$ cat src/hw/rtl/elr_pkg.sv
// shared types, constants and the slot reduction function for the error log ring
// no dependencies; imported by every module of the block
package elr_pkg;

    localparam int SLOTS   = 25;
    localparam int SLOT_W  = $clog2(SLOTS);
    localparam int IDX_W   = 5;
    localparam int COUNT_W = 5;
    // start is below SLOTS, index below 2**IDX_W
    localparam int SUM_W   = $clog2(SLOTS + (1 << IDX_W));
    localparam int MULTS   = (SLOTS - 1 + (1 << IDX_W) - 1) / SLOTS;

    typedef enum logic [1:0] {
        ACT_ADD   = 2'd0,
        ACT_COUNT = 2'd1,
        ACT_GET   = 2'd2,
        ACT_NONE  = 2'd3
    } action_t;

    typedef struct packed {
        logic [6:0]  code;
        logic [15:0] hours;
        logic [7:0]  minutes;
        logic [7:0]  seconds;
    } entry_t;

    localparam entry_t EMPTY_ENTRY = '1;

    typedef struct packed {
        logic capture;   // latch the accepted beat
        logic exec;      // store access: write on add, read on get
        logic respond;   // load the result register
    } elr_cmd_t;

    typedef struct packed {
        logic out_free;  // result register can take a new beat
    } elr_status_t;

    // (start + idx) mod SLOTS by MULTS (two) independent compares
    function automatic logic [SLOT_W-1:0] slot_mod(
        input logic [SLOT_W-1:0] start,
        input logic [IDX_W-1:0]  idx
    );
        logic [SUM_W-1:0] sum;
        logic [SUM_W-1:0] r;
        sum = SUM_W'(start) + SUM_W'(idx);
        r   = sum;
        for (int k = 1; k <= MULTS; k++)
        begin
            if (sum >= SUM_W'(k * SLOTS))
            begin
                r = sum - SUM_W'(k * SLOTS);
            end
        end
        return r[SLOT_W-1:0];
    endfunction

endpackage

$ cat src/hw/rtl/elr_ctrl.sv
// sequencer of the error log ring: accept, store access, result
// depends on elr_pkg
module elr_ctrl
    import elr_pkg::*;
(
    input  logic        clk,
    input  logic        rst_n,
    input  logic        req_valid,
    output logic        req_stall,
    input  elr_status_t status,
    output elr_cmd_t    cmd
);

    typedef enum logic [1:0] {
        ST_IDLE,
        ST_EXEC,
        ST_RESP
    } state_t;

    state_t state_reg;
    state_t state_next;
    logic   stall_reg;
    logic   stall_next;

    always_comb
    begin
        cmd.capture = (state_reg == ST_IDLE) && req_valid;
        cmd.exec    = (state_reg == ST_EXEC);
        cmd.respond = (state_reg == ST_RESP) && status.out_free;
        state_next  = state_reg;
        stall_next  = stall_reg;
        case (state_reg)
            ST_IDLE:
            begin
                if (req_valid)
                begin
                    state_next = ST_EXEC;
                    stall_next = 1'b1;
                end
            end
            ST_EXEC:
            begin
                state_next = ST_RESP;
            end
            ST_RESP:
            begin
                if (status.out_free)
                begin
                    state_next = ST_IDLE;
                    stall_next = 1'b0;
                end
            end
            default:
            begin
                state_next = ST_IDLE;
                stall_next = 1'b0;
            end
        endcase
    end

    always_ff @(posedge clk or negedge rst_n)
    begin
        if (!rst_n)
        begin
            state_reg <= ST_IDLE;
            stall_reg <= 1'b0;
        end
        else
        begin
            state_reg <= state_next;
            stall_reg <= stall_next;
        end
    end

    assign req_stall = stall_reg;

endmodule

$ cat src/hw/rtl/elr_datapath.sv
// datapath of the error log ring: entry store, slot pointer, result register
// depends on elr_pkg
module elr_datapath
    import elr_pkg::*;
(
    input  logic               clk,
    input  logic               rst_n,
    input  elr_cmd_t           cmd,
    output elr_status_t        status,
    input  logic [1:0]         action,
    input  logic [6:0]         err_code,
    input  logic [15:0]        err_hours,
    input  logic [7:0]         err_minutes,
    input  logic [7:0]         err_seconds,
    input  logic [IDX_W-1:0]   entry_index,
    output logic               rsp_valid,
    input  logic               rsp_stall,
    output logic [COUNT_W-1:0] entry_count,
    output logic [6:0]         got_code,
    output logic [15:0]        got_hours,
    output logic [7:0]         got_minutes,
    output logic [7:0]         got_seconds
);

    // latched beat
    action_t          action_reg;
    entry_t           item_reg;
    logic [IDX_W-1:0] index_reg;

    // ring state
    logic [SLOT_W-1:0] write_slot_reg;
    logic [SLOT_W-1:0] write_slot_next;
    logic              wrapped_reg;
    logic              wrapped_next;
    logic [SLOTS-1:0]  filled_reg;

    // store and its registered read port
    entry_t            store_mem [SLOTS];
    entry_t            rd_data_reg;
    logic              rd_hit_reg;
    logic [SLOT_W-1:0] rd_addr;
    logic              do_add;
    logic              do_get;

    // result register
    logic               rsp_valid_reg;
    logic [COUNT_W-1:0] count_reg;
    entry_t             got_reg;
    entry_t             got_next;
    logic [COUNT_W-1:0] count_next;

    assign do_add = cmd.exec && (action_reg == ACT_ADD);
    assign do_get = cmd.exec && (action_reg == ACT_GET);
    // oldest entry sits at the write slot once the ring has wrapped
    assign rd_addr = slot_mod(wrapped_reg ? write_slot_reg : '0, index_reg);

    always_comb
    begin
        if (write_slot_reg == SLOT_W'(SLOTS - 1))
        begin
            write_slot_next = '0;
            wrapped_next    = 1'b1;
        end
        else
        begin
            write_slot_next = write_slot_reg + 1'b1;
            wrapped_next    = wrapped_reg;
        end
    end

    always_comb
    begin
        count_next = wrapped_reg ? COUNT_W'(SLOTS) : COUNT_W'(write_slot_reg);
        case (action_reg)
            ACT_GET:
            begin
                got_next = rd_hit_reg ? rd_data_reg : EMPTY_ENTRY;
            end
            default:
            begin
                got_next = '0;
            end
        endcase
    end

    always_ff @(posedge clk)
    begin
        if (cmd.capture)
        begin
            action_reg <= action_t'(action);
            item_reg   <= '{code: err_code, hours: err_hours,
                            minutes: err_minutes, seconds: err_seconds};
            index_reg  <= entry_index;
        end
    end

    always_ff @(posedge clk or negedge rst_n)
    begin
        if (!rst_n)
        begin
            write_slot_reg <= '0;
            wrapped_reg    <= 1'b0;
            filled_reg     <= '0;
        end
        else if (do_add)
        begin
            write_slot_reg             <= write_slot_next;
            wrapped_reg                <= wrapped_next;
            filled_reg[write_slot_reg] <= 1'b1;
        end
    end

    always_ff @(posedge clk)
    begin
        if (do_add)
        begin
            store_mem[write_slot_reg] <= item_reg;
        end
        if (do_get)
        begin
            rd_data_reg <= store_mem[rd_addr];
        end
    end

    always_ff @(posedge clk or negedge rst_n)
    begin
        if (!rst_n)
        begin
            rd_hit_reg <= 1'b0;
        end
        else if (do_get)
        begin
            rd_hit_reg <= filled_reg[rd_addr];
        end
    end

    always_ff @(posedge clk or negedge rst_n)
    begin
        if (!rst_n)
        begin
            rsp_valid_reg <= 1'b0;
        end
        else if (cmd.respond)
        begin
            rsp_valid_reg <= 1'b1;
        end
        else if (!rsp_stall)
        begin
            rsp_valid_reg <= 1'b0;
        end
    end

    always_ff @(posedge clk)
    begin
        if (cmd.respond)
        begin
            count_reg <= count_next;
            got_reg   <= got_next;
        end
    end

    assign status.out_free = !rsp_valid_reg || !rsp_stall;

    assign rsp_valid   = rsp_valid_reg;
    assign entry_count = count_reg;
    assign got_code    = got_reg.code;
    assign got_hours   = got_reg.hours;
    assign got_minutes = got_reg.minutes;
    assign got_seconds = got_reg.seconds;

endmodule

$ cat src/hw/rtl/error_log_ring_top.sv
// Error log ring: a ring of SLOTS (25) entries, each a 7-bit code with hours,
// minutes and seconds. Every request beat (add, count query, get by age index)
// returns exactly one response beat carrying the filled-entry count after the
// request; a get also returns the entry of that age, age 0 being the oldest, or
// all ones (code 127) for a slot never written. The index wraps modulo SLOTS.
// Add, count and the unused action return zero data fields. One request is
// processed at a time, through these steps from acceptance to the response
// register: accept, one store access on the single-port entry memory, result
// load. A new request is not taken until the last result is loaded, which
// waits while the response beat is held by stall. Reset empties the ring at
// once through per-slot filled bits, so no clearing pass follows.
// Depends on elr_pkg, elr_ctrl and elr_datapath.
module error_log_ring_top
    import elr_pkg::*;
(
    input  logic               clk,
    input  logic               rst_n,
    // request channel
    input  logic               req_valid,
    output logic               req_stall,
    input  logic [1:0]         action,
    input  logic [6:0]         err_code,
    input  logic [15:0]        err_hours,
    input  logic [7:0]         err_minutes,
    input  logic [7:0]         err_seconds,
    input  logic [IDX_W-1:0]   entry_index,
    // response channel
    output logic               rsp_valid,
    input  logic               rsp_stall,
    output logic [COUNT_W-1:0] entry_count,
    output logic [6:0]         got_code,
    output logic [15:0]        got_hours,
    output logic [7:0]         got_minutes,
    output logic [7:0]         got_seconds
);

    elr_cmd_t    cmd;
    elr_status_t status;

    // sequencer: one request beat in flight, holds stall until its result is loaded
    elr_ctrl u_ctrl (
        .clk       (clk),
        .rst_n     (rst_n),
        .req_valid (req_valid),
        .req_stall (req_stall),
        .status    (status),
        .cmd       (cmd)
    );

    // entry store, write slot and wrapped flag, response register
    elr_datapath u_datapath (
        .clk         (clk),
        .rst_n       (rst_n),
        .cmd         (cmd),
        .status      (status),
        .action      (action),
        .err_code    (err_code),
        .err_hours   (err_hours),
        .err_minutes (err_minutes),
        .err_seconds (err_seconds),
        .entry_index (entry_index),
        .rsp_valid   (rsp_valid),
        .rsp_stall   (rsp_stall),
        .entry_count (entry_count),
        .got_code    (got_code),
        .got_hours   (got_hours),
        .got_minutes (got_minutes),
        .got_seconds (got_seconds)
    );

endmodule

$ cat config.mk
export PLATFORM = sky130hd
export DESIGN_NAME = error_log_ring_top
export DESIGN_NICKNAME = d
export VERILOG_FILES = /design/src/hw/rtl/elr_pkg.sv /design/src/hw/rtl/elr_ctrl.sv /design/src/hw/rtl/elr_datapath.sv /design/src/hw/rtl/error_log_ring_top.sv
export SDC_FILE = /design/constraint.sdc
export NUM_CORES = 1
export LEC_CHECK = 0
export BUFFER_PORTS_ARGS = -buffer_cell sky130_fd_sc_hd__buf_2
export CAP_MARGIN = 10
export CORE_ASPECT_RATIO = 1.75
export CORE_MARGIN = 2
export CORE_UTILIZATION = 30
export DETAILED_ROUTE_END_ITERATION = 8
export PLACE_DENSITY = 0.52
export SETUP_SLACK_MARGIN = 0.1
export SYNTH_ARGS = -nofsm -noshare
export SYNTH_HDL_FRONTEND = slang
export SYNTH_SLANG_ARGS = --single-unit
$ cat constraint.sdc
create_clock -name clk -period 5.3 [get_ports clk]
set_input_delay 0.53 -clock clk [delete_from_list [all_inputs] [get_ports clk]]
set_output_delay 0.53 -clock clk [all_outputs]
set_load 0.05 [all_outputs]
==> flow_summary.yaml, run 1 <==
floorplanning:
  start_util_pct: 30.16
  die_y_um: 514.1
  coreArea_um2: 147900
  die_w_um: 295.5
  die_area_um2: 151900
  num_rows: 187
  ios: 96
placed_design:
  place_area_um2: 48310
  dp.cells: 4647
  dpl.hpwl_mm: 65.93
  post-place-ws_ns: 0.1305
  gp_congestion: 0.7445
  port_buffers: 95
drt:
  drtAntennaViolNets: 0
  drt-pass1-iter-count: 5
  remaining_drc_errors: 0
  drt-initial-drc-count: 1923
  wl_per_cell_um: 26.22
  met2WireLength_mm: 67.96
  via_per_inst: 5.037
  vias: 24560
  dr.max_layer_used: "met4"
  met1_length_mm: 50.05
  met3_length_mm: 5.812
  wl_mm: 127.9
setup_path:
  critPathSlowestCell: "fa_2"
  r2r_cells: 17
  cp.buffers_inverters: 4
  path_max_fanout: 11
  crit_family: "simple AND/OR/NAND/NOR gates"
  crit_arrival_ns: 5.48
  end_kind: "register"
  critical_path_required_ns: 5.85
  critPathKind: "register to register"
  ff2ff_setup_slack_ns: 0.37
  path_cells: "and2_1 -> ha_1 -> inv_1 -> fa_2 -> inv_1 -> ha_1 -> nor4_1 -> mux2i_1 -> and3_1 -> o31ai_4 -> xnor2_2 -> or3_2 -> buf_4 -> buf_4 -> a211oi_1 -> nor4_2 -> o21ai_1"
  r2r_start: "u_datapath.write_slot_reg[0]$_DFFE_PN0P_"
  cp_slowest_stage_delay_ns: 0.63
  worstSetupStartpointType: "register"
  rr_endpoint: "u_datapath.rd_data_reg[4]$_DFFE_PP_"
synthesis:
  async_flop_share_pct: 3.158
  synth_cell_type_count: 52
  syn_area_um2: 44600
  synthCells: 2634
  syn_area_per_cell_um2: 16.93
  seq_area_frac_synth_pct: 76.35
  yosysTopAreaCellShare_pct: 74.33
  synth_top_cell_by_area: "edfxtp_1"
  synth_seq_cells: 1140
  yosysWarnings: 0
  yosys-top-cells-area: "edfxtp_1 74%, mux2i_1 7.0%, a211oi_1 5.3%"
  synth_edf_count: 1104
  synth-main-ff-cell: "edfxtp_1"
  syn_nets: 2699
power_and_ir_drop:
  switching_share_pct: 27.67
  power.density_nw_per_um2: 411.4
  internal_power_mw: 15.47
  p_seq_share_pct: 50.3
  power_switching_mw: 5.917
  p_leak_nw: 17.34
  power_frac_comb_pct: 15.5
  report.power.total_mw: 21.38
  ir_drop_v: 0.0002448
  clkPwrFrac_pct: 34.2
cells_and_area:
  drive_above_1_share_pct: 15.81
  finalNonFillerCells: 4877
  area_delta_synth_final_pct: 16.55
  fillerInstances: 14100
  final_area_um2: 51980
  nNetsFinal: 2874
  largest_reg_flops: 975
sta:
  period_needed_ns: 4.931
  fin_crit_sh_pct: 93.03
  hold_viol: 0
  fin_tns_setup_ns: 0
  setup_viol: 0
  timing.fmax_mhz: 202.8
  finalMaxSlewViolations: 0
  post-route-worst-setup-slack_ns: 0.3694
  timing.slew.headroom_pct: 12.88
  worst_pin_slew_ns: 1.304
  skew_ns: 0.02883
  rsz0062_at_grt: "no"
clock_network:
  clockRootBuffer: "clkbuf_16"
  cts_tree: "built"
  cts_inserted_buffers: 99
  worstSkewPairLatency_ns: 0.72
  clk_pin_slew_ns: 0.07
  clockBufferDepth: 3
  h-tree-depth: 3
  cts.sinks: 1140
outcome:
  status: "finished clean"
min_path:
  min_path_type: "input port to register"
  whs_endpoint: "u_datapath.item_reg[16]$_DFFE_PP_"
  whs_path_depth: 1
  min_from: "err_hours[0]"
grt:
  antenna_found_initial: 6
  grt_pass1_vias: 25300
  grt_max_degree: 94
  grt_pass1_wl_mm: 181.9
  grt_overflow: 0
  track_usage_pct: 16.69
run:
  cap_violations: 0
-- power groups by stage --
stage / registers (mW) / logic, mW / clock network [mW]
floorplan: 11.0 / 1.84 / 0
global placement: 10.9 / 3.30 / 0
detailed placement: 11.0 / 3.32 / 0
CTS: 10.8 / 3.35 / 7.46
global route: 10.8 / 3.56 / 7.76
finish: 10.8 / 3.32 / 7.31
-- cells in the mapped netlist, types with 5 or more instances --
cell type,n
edfxtp_1,1104
a211oi_1,314
mux2i_1,313
a21boi_0,161
clkbuf_1,110
o22ai_1,80
buf_2,49
inv_1,47
a21oi_1,46
nor3_1,43
o21ai_0,43
nor4_1,40
o21ai_1,40
dfrtp_1,36
nand2_1,34
nor2_1,34
or2_2,30
ha_1,14
buf_1,9
buf_4,9
buf_6,7
nand2b_1,6
or3_1,6
and2_1,5
-- what timing repair did --
action | in CTS | in global routing
hold endpoints to repair | 76 | 0
buffers inserted | 0 | 3
resized for setup | 1 | 4
pin swaps | 0 | 1
endpoints found under the setup margin | 1 | 28
gates cloned | 0 | 1
hold buffers | 41 | 0
-- placed cells by master, fill, tap and decap left out, drive strengths merged, types with 6 or more instances in the layout --
cell type	count
a21oi	47
o21ai	83
nor3	43
inv	53
edfxtp	1104
bufinv	8
or2	31
o22ai	80
or3	6
clkbuf	124
buf	216
and2	7
a211oi	318
nor2	34
dlygate4sd3	41
a21boi	161
clkinv	44
ha	14
mux2i	313
nand2b	6
nand2	34
nor4	40
dfrtp	36
-- logic make-up (layout without fill, tap and decap cells) --
group,after synthesis,in the layout,synth area share (%)
flops,1140,1140,76.35
simple gates,218,219,2.606
xor+xnor,10,10,0.2300
buf+inv,231,487,2.275
mux,313,313,7.025
fa+ha+maj,15,15,0.4377
other cells,0,2,0
compound gates,707,707,11.07
-- how the worst max path moves through the flow --
stage                                                   from                                     to  slack [ns]  cells after the start
global placement    u_datapath.write_slot_reg[0]$_DFFE_PN0P_   u_datapath.rd_data_reg[24]$_DFFE_PP_        0.15                     17
global route        u_datapath.write_slot_reg[0]$_DFFE_PN0P_   u_datapath.rd_data_reg[12]$_DFFE_PP_        0.11                     18
detailed placement  u_datapath.write_slot_reg[0]$_DFFE_PN0P_   u_datapath.rd_data_reg[24]$_DFFE_PP_        0.13                     17
floorplan                    u_ctrl.state_reg[1]$_DFFE_PN0P_  u_datapath.store_mem[24][0]$_DFFE_PP_        0.34                      4
CTS                 u_datapath.write_slot_reg[0]$_DFFE_PN0P_   u_datapath.rd_data_reg[17]$_DFFE_PP_        0.12                     17
finish              u_datapath.write_slot_reg[0]$_DFFE_PN0P_    u_datapath.rd_data_reg[4]$_DFFE_PP_        0.37                     17
-- routing by layer --
layer  vias to the layer above  GRT usage, %
met5                         -             0
met4                         0         5.737
met3                       197         2.201
met2                       640         30.78
met1                     12830         19.72
li1                      10900             -
-- worst reg2reg max path, stage by stage, from the launching register on --
cell and delay [ns]:
dfrtp_1 0.47, and2_1 0.18, ha_1 0.16, inv_1 0.06, fa_2 0.63, inv_1 0.12, ha_1 0.24, nor4_1 0.29
mux2i_1 0.14, and3_1 0.29, o31ai_4 0.44, xnor2_2 0.18, or3_2 0.56, buf_4 0.26, buf_4 0.23, a211oi_1 0.33
nor4_2 0.10, o21ai_1 0.09
-- final cells by class --
cell class                      instances  area (µm²)  area share (%)
Antenna cell                            2       5.005        0.009628
Clock buffer                          124        2675           5.146
Clock inverter                         59       526.8           1.013
Inverter                               47       176.4          0.3394
Multi-Input combinational cell       1264        9828           18.91
Sequential cell                      1140       34050           65.51
Tap cell                             1984        2482           4.776
Timing Repair Buffer                  257        2232           4.294
-- through the flow --
step                hold slack (ns)  util [%]
detailed placement           0.4445     32.67
finish                      0.03927     35.15
floorplan                    0.2344         -
global placement             0.4472     32.67
global route                0.01278     35.15
CTS                        0.003143     35.11
No activity file was read; power rests on OpenSTA's default activity.
==> inputs of run 2 (changes only) <==
--- a/config.mk
+++ b/config.mk
@@ -11,7 +11,7 @@
 export CORE_MARGIN = 2
 export CORE_UTILIZATION = 30
 export DETAILED_ROUTE_END_ITERATION = 8
-export PLACE_DENSITY = 0.52
+export PLACE_DENSITY = 0.5
 export SETUP_SLACK_MARGIN = 0.1
 export SYNTH_ARGS = -nofsm -noshare
 export SYNTH_HDL_FRONTEND = slang
==> constraint.sdc (replaced) <==
create_clock -name clk -period 6.1 [get_ports clk]
set_input_delay 0.61 -clock clk [delete_from_list [all_inputs] [get_ports clk]]
set_output_delay 0.61 -clock clk [all_outputs]
set_load 0.05 [all_outputs]
==> run 2 against run 1 <==
Net effect: clock-buffer cell count stayed put; combinational power is 15% lower; global-route usage is 0.10 points lower; sequential share of layout area is 0.48 points higher; flip-flop and latch count stayed put; final cell count is 1.1% lower; wire length is 1.0% lower; via count is 1.5% lower.
==> flow_summary.yaml, run 2 (synthesized netlist as in run 1, its figures left out) <==
outcome:
  status: "finished clean"
sta:
  post-route-worst-setup-slack_ns: 0.5456
  setup_viol: 0
  fin_tns_setup_ns: 0
  fin_crit_sh_pct: 91.06
  timing.slew.headroom_pct: 18.83
  period_needed_ns: 5.554
  rsz0062_at_grt: "no"
  timing.fmax_mhz: 180.0
  worst_pin_slew_ns: 1.215
  skew_ns: 0.02285
  finalMaxSlewViolations: 0
  hold_viol: 0
power_and_ir_drop:
  power_switching_mw: 5.172
  power.density_nw_per_um2: 365.1
  switching_share_pct: 27.45
  power_frac_comb_pct: 15.0
  clkPwrFrac_pct: 35.4
  p_leak_nw: 17.13
  p_seq_share_pct: 49.6
  ir_drop_v: 0.0002087
  internal_power_mw: 13.67
grt:
  grt_overflow: 0
  grt_pass1_wl_mm: 180.2
  antenna_found_initial: 7
  grt_max_degree: 113
  track_usage_pct: 16.59
  grt_pass1_vias: 24830
clock_network:
  clk_pin_slew_ns: 0.07
  post_cts_buffers: 0
  cts_resized: 0
  cts_hold_buf: 0
  clockBufferDepth: 3
  worstSkewPairLatency_ns: 0.71
  cts_tree: "built"
  cts_inserted_buffers: 102
  clockRootBuffer: "clkbuf_16"
  h-tree-depth: 3
  cts.sinks: 1140
placed_design:
  gp_congestion: 0.7411
  post-place-ws_ns: 0.4633
  dpl.hpwl_mm: 69.96
  port_buffers: 95
floorplanning:
  die_area_um2: 151900
  num_rows: 187
  ios: 96
  start_util_pct: 30.16
  coreArea_um2: 147900
  die_w_um: 295.5
  die_y_um: 514.1
setup_path:
  end_kind: "register"
  cp.depth: 16
  critPathSlowestCell: "fa_1"
  crit_family: "simple AND/OR/NAND/NOR gates"
  worstSetupStartpointType: "register"
  cp.buffers_inverters: 3
  critPathKind: "register to register"
  path_cells: "and2_1 -> ha_1 -> inv_1 -> fa_1 -> inv_1 -> ha_1 -> nor4_1 -> mux2i_1 -> and3_1 -> o31ai_4 -> xnor2_4 -> or3_2 -> buf_4 -> a211oi_1 -> nor4_1 -> o21ai_1"
  r2r_cells: 16
  crit_arrival_ns: 5.97
  cp_slowest_stage_delay_ns: 0.68
  path_max_fanout: 13
  critical_path_required_ns: 6.52
drt:
  wl_mm: 126.6
  drt-initial-drc-count: 1935
  drtAntennaViolNets: 0
  via_per_inst: 5.015
  vias: 24190
  wl_per_cell_um: 26.24
  remaining_drc_errors: 0
  drt-pass1-iter-count: 7
cells_and_area:
  drive_above_1_share_pct: 15.60
  nNetsFinal: 2819
  final_common_cell: "edfxtp_1"
  layout_common_cells: "1104 x edfxtp_1, 314 x a211oi_1, 313 x mux2i_1"
  area_delta_synth_final_pct: 15.71
  largest_reg_flops: 975
run:
  cap_violations: 0
min_path:
  min_path_type: "input port to asynchronous set/reset pin"
-- run 2: cell type report --
cell class	instances	area (µm²)
Fill cell	14080	96270
Sequential cell	1140	34050
Multi-Input combinational cell	1263	9793
Clock buffer	124	2688
Tap cell	1984	2482
Timing Repair Buffer	200	1689
Clock inverter	65	720.7
Inverter	47	176.4
Antenna cell	1	2.502
-- run 2: per-layer routing --
| metal | vias up | GRT usage [%] | part of all wire [%] |
|---|---|---|---|
| met5 | - | 0 | 0.043 |
| met4 | 8 | 6.363 | 3.6 |
| met3 | 199 | 2.602 | 4.4 |
| met2 | 612 | 29.86 | 52 |
| met1 | 12600 | 19.70 | 39 |
| li1 | 10780 | - | - |
-- run 2: worst paths after layout --
kind	startpoint	endpoint	slack, ns
setup / recovery	u_datapath.write_slot_reg[0]$_DFFE_PN0P_	u_datapath.rd_data_reg[6]$_DFFE_PP_	0.55
min in group clk	err_code[6]	u_datapath.item_reg[38]$_DFFE_PP_	0.08
hold / removal	rst_n	u_datapath.rsp_valid$_DFFE_PN0P_	0.04
max in group asynchronous	rst_n	u_datapath.rd_hit_reg$_DFFE_PN0P_	5.42
setup reg to reg	u_datapath.write_slot_reg[0]$_DFFE_PN0P_	u_datapath.rd_data_reg[6]$_DFFE_PP_	0.55
hold reg to reg	u_datapath.filled_reg[21]$_DFFE_PN0P_	u_datapath.filled_reg[21]$_DFFE_PN0P_	0.47
-- run 2: power groups by stage --
stage               clock network, mW  registers (mW)  logic [mW]
CTS                              6.82            9.36        2.87
finish                           6.67            9.35        2.82
detailed placement                  0            9.52        2.86
floorplan                           0            9.58        1.60
global placement                    0            9.51        2.85
global route                     7.08            9.39        3.03
-- run 2: per-stage QoR --
| stage | cells | utilization, % | instance area (µm²) | hold slack, ns | total power, mW |
|---|---|---|---|---|---|
| floorplan | 2634 | - | 44600 | 0.3144 | 11.18 |
| global placement | 4634 | 32.59 | 48200 | 0.4424 | 12.37 |
| detailed placement | 4634 | 32.59 | 48200 | 0.4504 | 12.38 |
| CTS | 4823 | 34.90 | 51600 | 0.01016 | 19.05 |
| global route | 4824 | 34.90 | 51610 | 0.04231 | 19.51 |
| finish | 4824 | 34.90 | 51610 | 0.03563 | 18.84 |
==> inputs of run 3 (changes only) <==
==> constraint.sdc (replaced) <==
create_clock -name clk -period 5.95 [get_ports clk]
set_input_delay 0.595 -clock clk [delete_from_list [all_inputs] [get_ports clk]]
set_output_delay 0.595 -clock clk [all_outputs]
set_load 0.05 [all_outputs]
==> run 3 against run 2 <==
Net effect: clock-buffer cell count is 6 higher; flip-flop and latch count is the same; final cell count is 0.27% lower; non-clock buffer count decreased by 9; utilization decreased by 0.18 points; clock power decreased by 1%; combinational power up 1%; die area unchanged; critical path type unchanged; largest cell class unchanged.
==> flow_summary.yaml, run 3 (synthesized netlist as in run 1, its figures left out) <==
floorplanning:
  ios: 96
  die_y_um: 514.1
  start_util_pct: 30.16
  die_area_um2: 151900
  coreArea_um2: 147900
  die_w_um: 295.5
  num_rows: 187
setup_path:
  path_cells: "and2_1 -> ha_1 -> inv_1 -> fa_1 -> inv_1 -> ha_1 -> nor4_1 -> mux2i_1 -> and3_1 -> o21ai_4 -> and2_4 -> buf_4 -> mux2i_1 -> a211oi_1 -> nor4_1 -> o21ai_1"
  end_kind: "register"
  critical_path_required_ns: 6.40
  cp.buffers_inverters: 3
  rr_endpoint: "u_datapath.rd_data_reg[5]$_DFFE_PP_"
  crit_arrival_ns: 5.74
  critPathSlowestCell: "fa_1"
  ff2ff_setup_slack_ns: 0.66
  r2r_cells: 16
  r2r_start: "u_datapath.wrapped_reg$_DFFE_PN0P_"
  cp_slowest_stage_delay_ns: 0.68
  crit_family: "simple AND/OR/NAND/NOR gates"
  worstSetupStartpointType: "register"
  critPathKind: "register to register"
  path_max_fanout: 41
grt:
  grt_overflow: 0
  grt_pass1_vias: 25090
  grt_max_degree: 117
  track_usage_pct: 17.02
  antenna_found_initial: 6
  grt_pass1_wl_mm: 184.6
cells_and_area:
  drive_above_1_share_pct: 14.97
  finalNonFillerCells: 4811
  nNetsFinal: 2810
  largest_reg_flops: 975
  layout_common_cells: "1104 x edfxtp_1, 314 x a211oi_1, 313 x mux2i_1"
  final_common_cell: "edfxtp_1"
  fillerInstances: 14160
  postLayoutCoreUtil_pct: 34.72
  area_delta_synth_final_pct: 15.10
clock_network:
  clockBufferDepth: 3
  h-tree-depth: 3
  cts_tree: "built"
  cts.sinks: 1140
  cts_inserted_buffers: 102
  clockRootBuffer: "clkbuf_16"
  worstSkewPairLatency_ns: 0.70
  cts_resized: 0
  clk_pin_slew_ns: 0.07
drt:
  remaining_drc_errors: 0
  wl_per_cell_um: 27.06
  wl_mm: 130.2
  drt-pass1-iter-count: 6
  vias: 24410
  drtAntennaViolNets: 0
  drt-initial-drc-count: 1935
  via_per_inst: 5.073
run:
  cap_violations: 0
min_path:
  min_from: "err_hours[8]"
  min_path_type: "input port to register"
  whs_path_depth: 1
  whs_endpoint: "u_datapath.item_reg[24]$_DFFE_PP_"
sta:
  period_needed_ns: 5.291
  worst_pin_slew_ns: 1.152
  hold_viol: 0
  timing.slew.headroom_pct: 22.63
  finalMaxSlewViolations: 0
  timing.fmax_mhz: 189.0
  fin_crit_sh_pct: 88.93
  skew_ns: 0.02041
  rsz0062_at_grt: "no"
  fin_tns_setup_ns: 0
  setup_viol: 0
placed_design:
  gp_congestion: 0.7441
  port_buffers: 95
  dp.cells: 4624
  dpl.hpwl_mm: 67.78
power_and_ir_drop:
  power.density_nw_per_um2: 370.6
  p_seq_share_pct: 50.5
  clkPwrFrac_pct: 34.5
  ir_drop_v: 0.0002594
  p_leak_nw: 17.01
  power_switching_mw: 5.272
  internal_power_mw: 13.75
  power_frac_comb_pct: 15.0
  switching_share_pct: 27.71
outcome:
  status: "finished clean"
-- run 3: changes by cell type in the layout (fill, tap and decap cells not counted), moves of 2 or more --
cell,before,now
buf_12,34,30
buf_4,71,65
bufinv_16,14,8
clkbuf_1,19,23
clkinv_4,0,2
clkinvlp_4,6,3
inv_6,6,3
-- run 3: worst max-delay path by stage --
stage,from,endpoint,cells after the start
2_1_floorplan,u_ctrl.state_reg[1]$_DFFE_PN0P_,u_datapath.store_mem[24][0]$_DFFE_PP_,4
3_3_place_gp,u_datapath.wrapped_reg$_DFFE_PN0P_,u_datapath.rd_data_reg[5]$_DFFE_PP_,16
3_5_place_dp,u_datapath.wrapped_reg$_DFFE_PN0P_,u_datapath.rd_data_reg[5]$_DFFE_PP_,16
4_1_cts,u_datapath.wrapped_reg$_DFFE_PN0P_,u_datapath.rd_data_reg[5]$_DFFE_PP_,16
5_1_grt,u_datapath.wrapped_reg$_DFFE_PN0P_,u_datapath.rd_data_reg[5]$_DFFE_PP_,16
6_report,u_datapath.wrapped_reg$_DFFE_PN0P_,u_datapath.rd_data_reg[5]$_DFFE_PP_,16
-- run 3: layout make-up --
cell class | instances | area (µm²) | share of cell area [%]
multi-input cells | 1263 | 9793 | 19.08
inverters | 47 | 176.4 | 0.3437
clock inverters | 54 | 508.0 | 0.9896
diodes | 2 | 5.005 | 0.009749
flip-flops and latches | 1140 | 34050 | 66.34
clock buffers | 130 | 2741 | 5.340
well taps | 1984 | 2482 | 4.836
repair buffers | 191 | 1574 | 3.066
-- run 3: repair_timing --
action / CTS / global route
buffers inserted: 0 / 0
endpoints found under the hold margin: 4 / 0
hold buffers: 1 / 0
-- run 3: routing by layer --
layer / vias up / routed length [µm] / GRT usage, %
li1: 10760 / - / -
met2: 625 / 69320 / 31.33
met1: 12840 / 51560 / 20.44
met5: - / 55 / 0
met4: 8 / 3297 / 5.007
met3: 177 / 5930 / 2.317
-- run 3: power by group through the flow --
stage	logic [mW]	registers [mW]	clock network [mW]
4_1_cts	2.91	9.60	6.72
5_1_grt	3.06	9.64	7.01
6_report	2.86	9.60	6.57
2_1_floorplan	1.64	9.83	0
3_5_place_dp	2.91	9.77	0
3_3_place_gp	2.90	9.76	0
-- run 3: worst register-to-register path, cell delays in order (launching register included) --
cell and delay [ns]:
dfrtp_1 0.48, and2_1 0.17, ha_1 0.16, inv_1 0.06, fa_1 0.68, inv_1 0.15
ha_1 0.25, nor4_1 0.30, mux2i_1 0.14, and3_1 0.28, o21ai_4 0.23, and2_4 0.67
buf_4 0.68, mux2i_1 0.28, a211oi_1 0.11, nor4_1 0.30, o21ai_1 0.11
-- run 3: through the flow --
stage | hold slack [ns] | instance area [µm²] | setup WS, ns | total power [mW]
floorplan | 0.2994 | 44600 | 0.9892 | 11.46
finish | 0.06791 | 51330 | 0.6587 | 19.02
CTS | 0.001447 | 51330 | 0.6205 | 19.23
global route | 0.02037 | 51330 | 0.2252 | 19.71
detailed placement | 0.4460 | 48070 | 0.6402 | 12.68
global placement | 0.4441 | 48070 | 0.5812 | 12.66
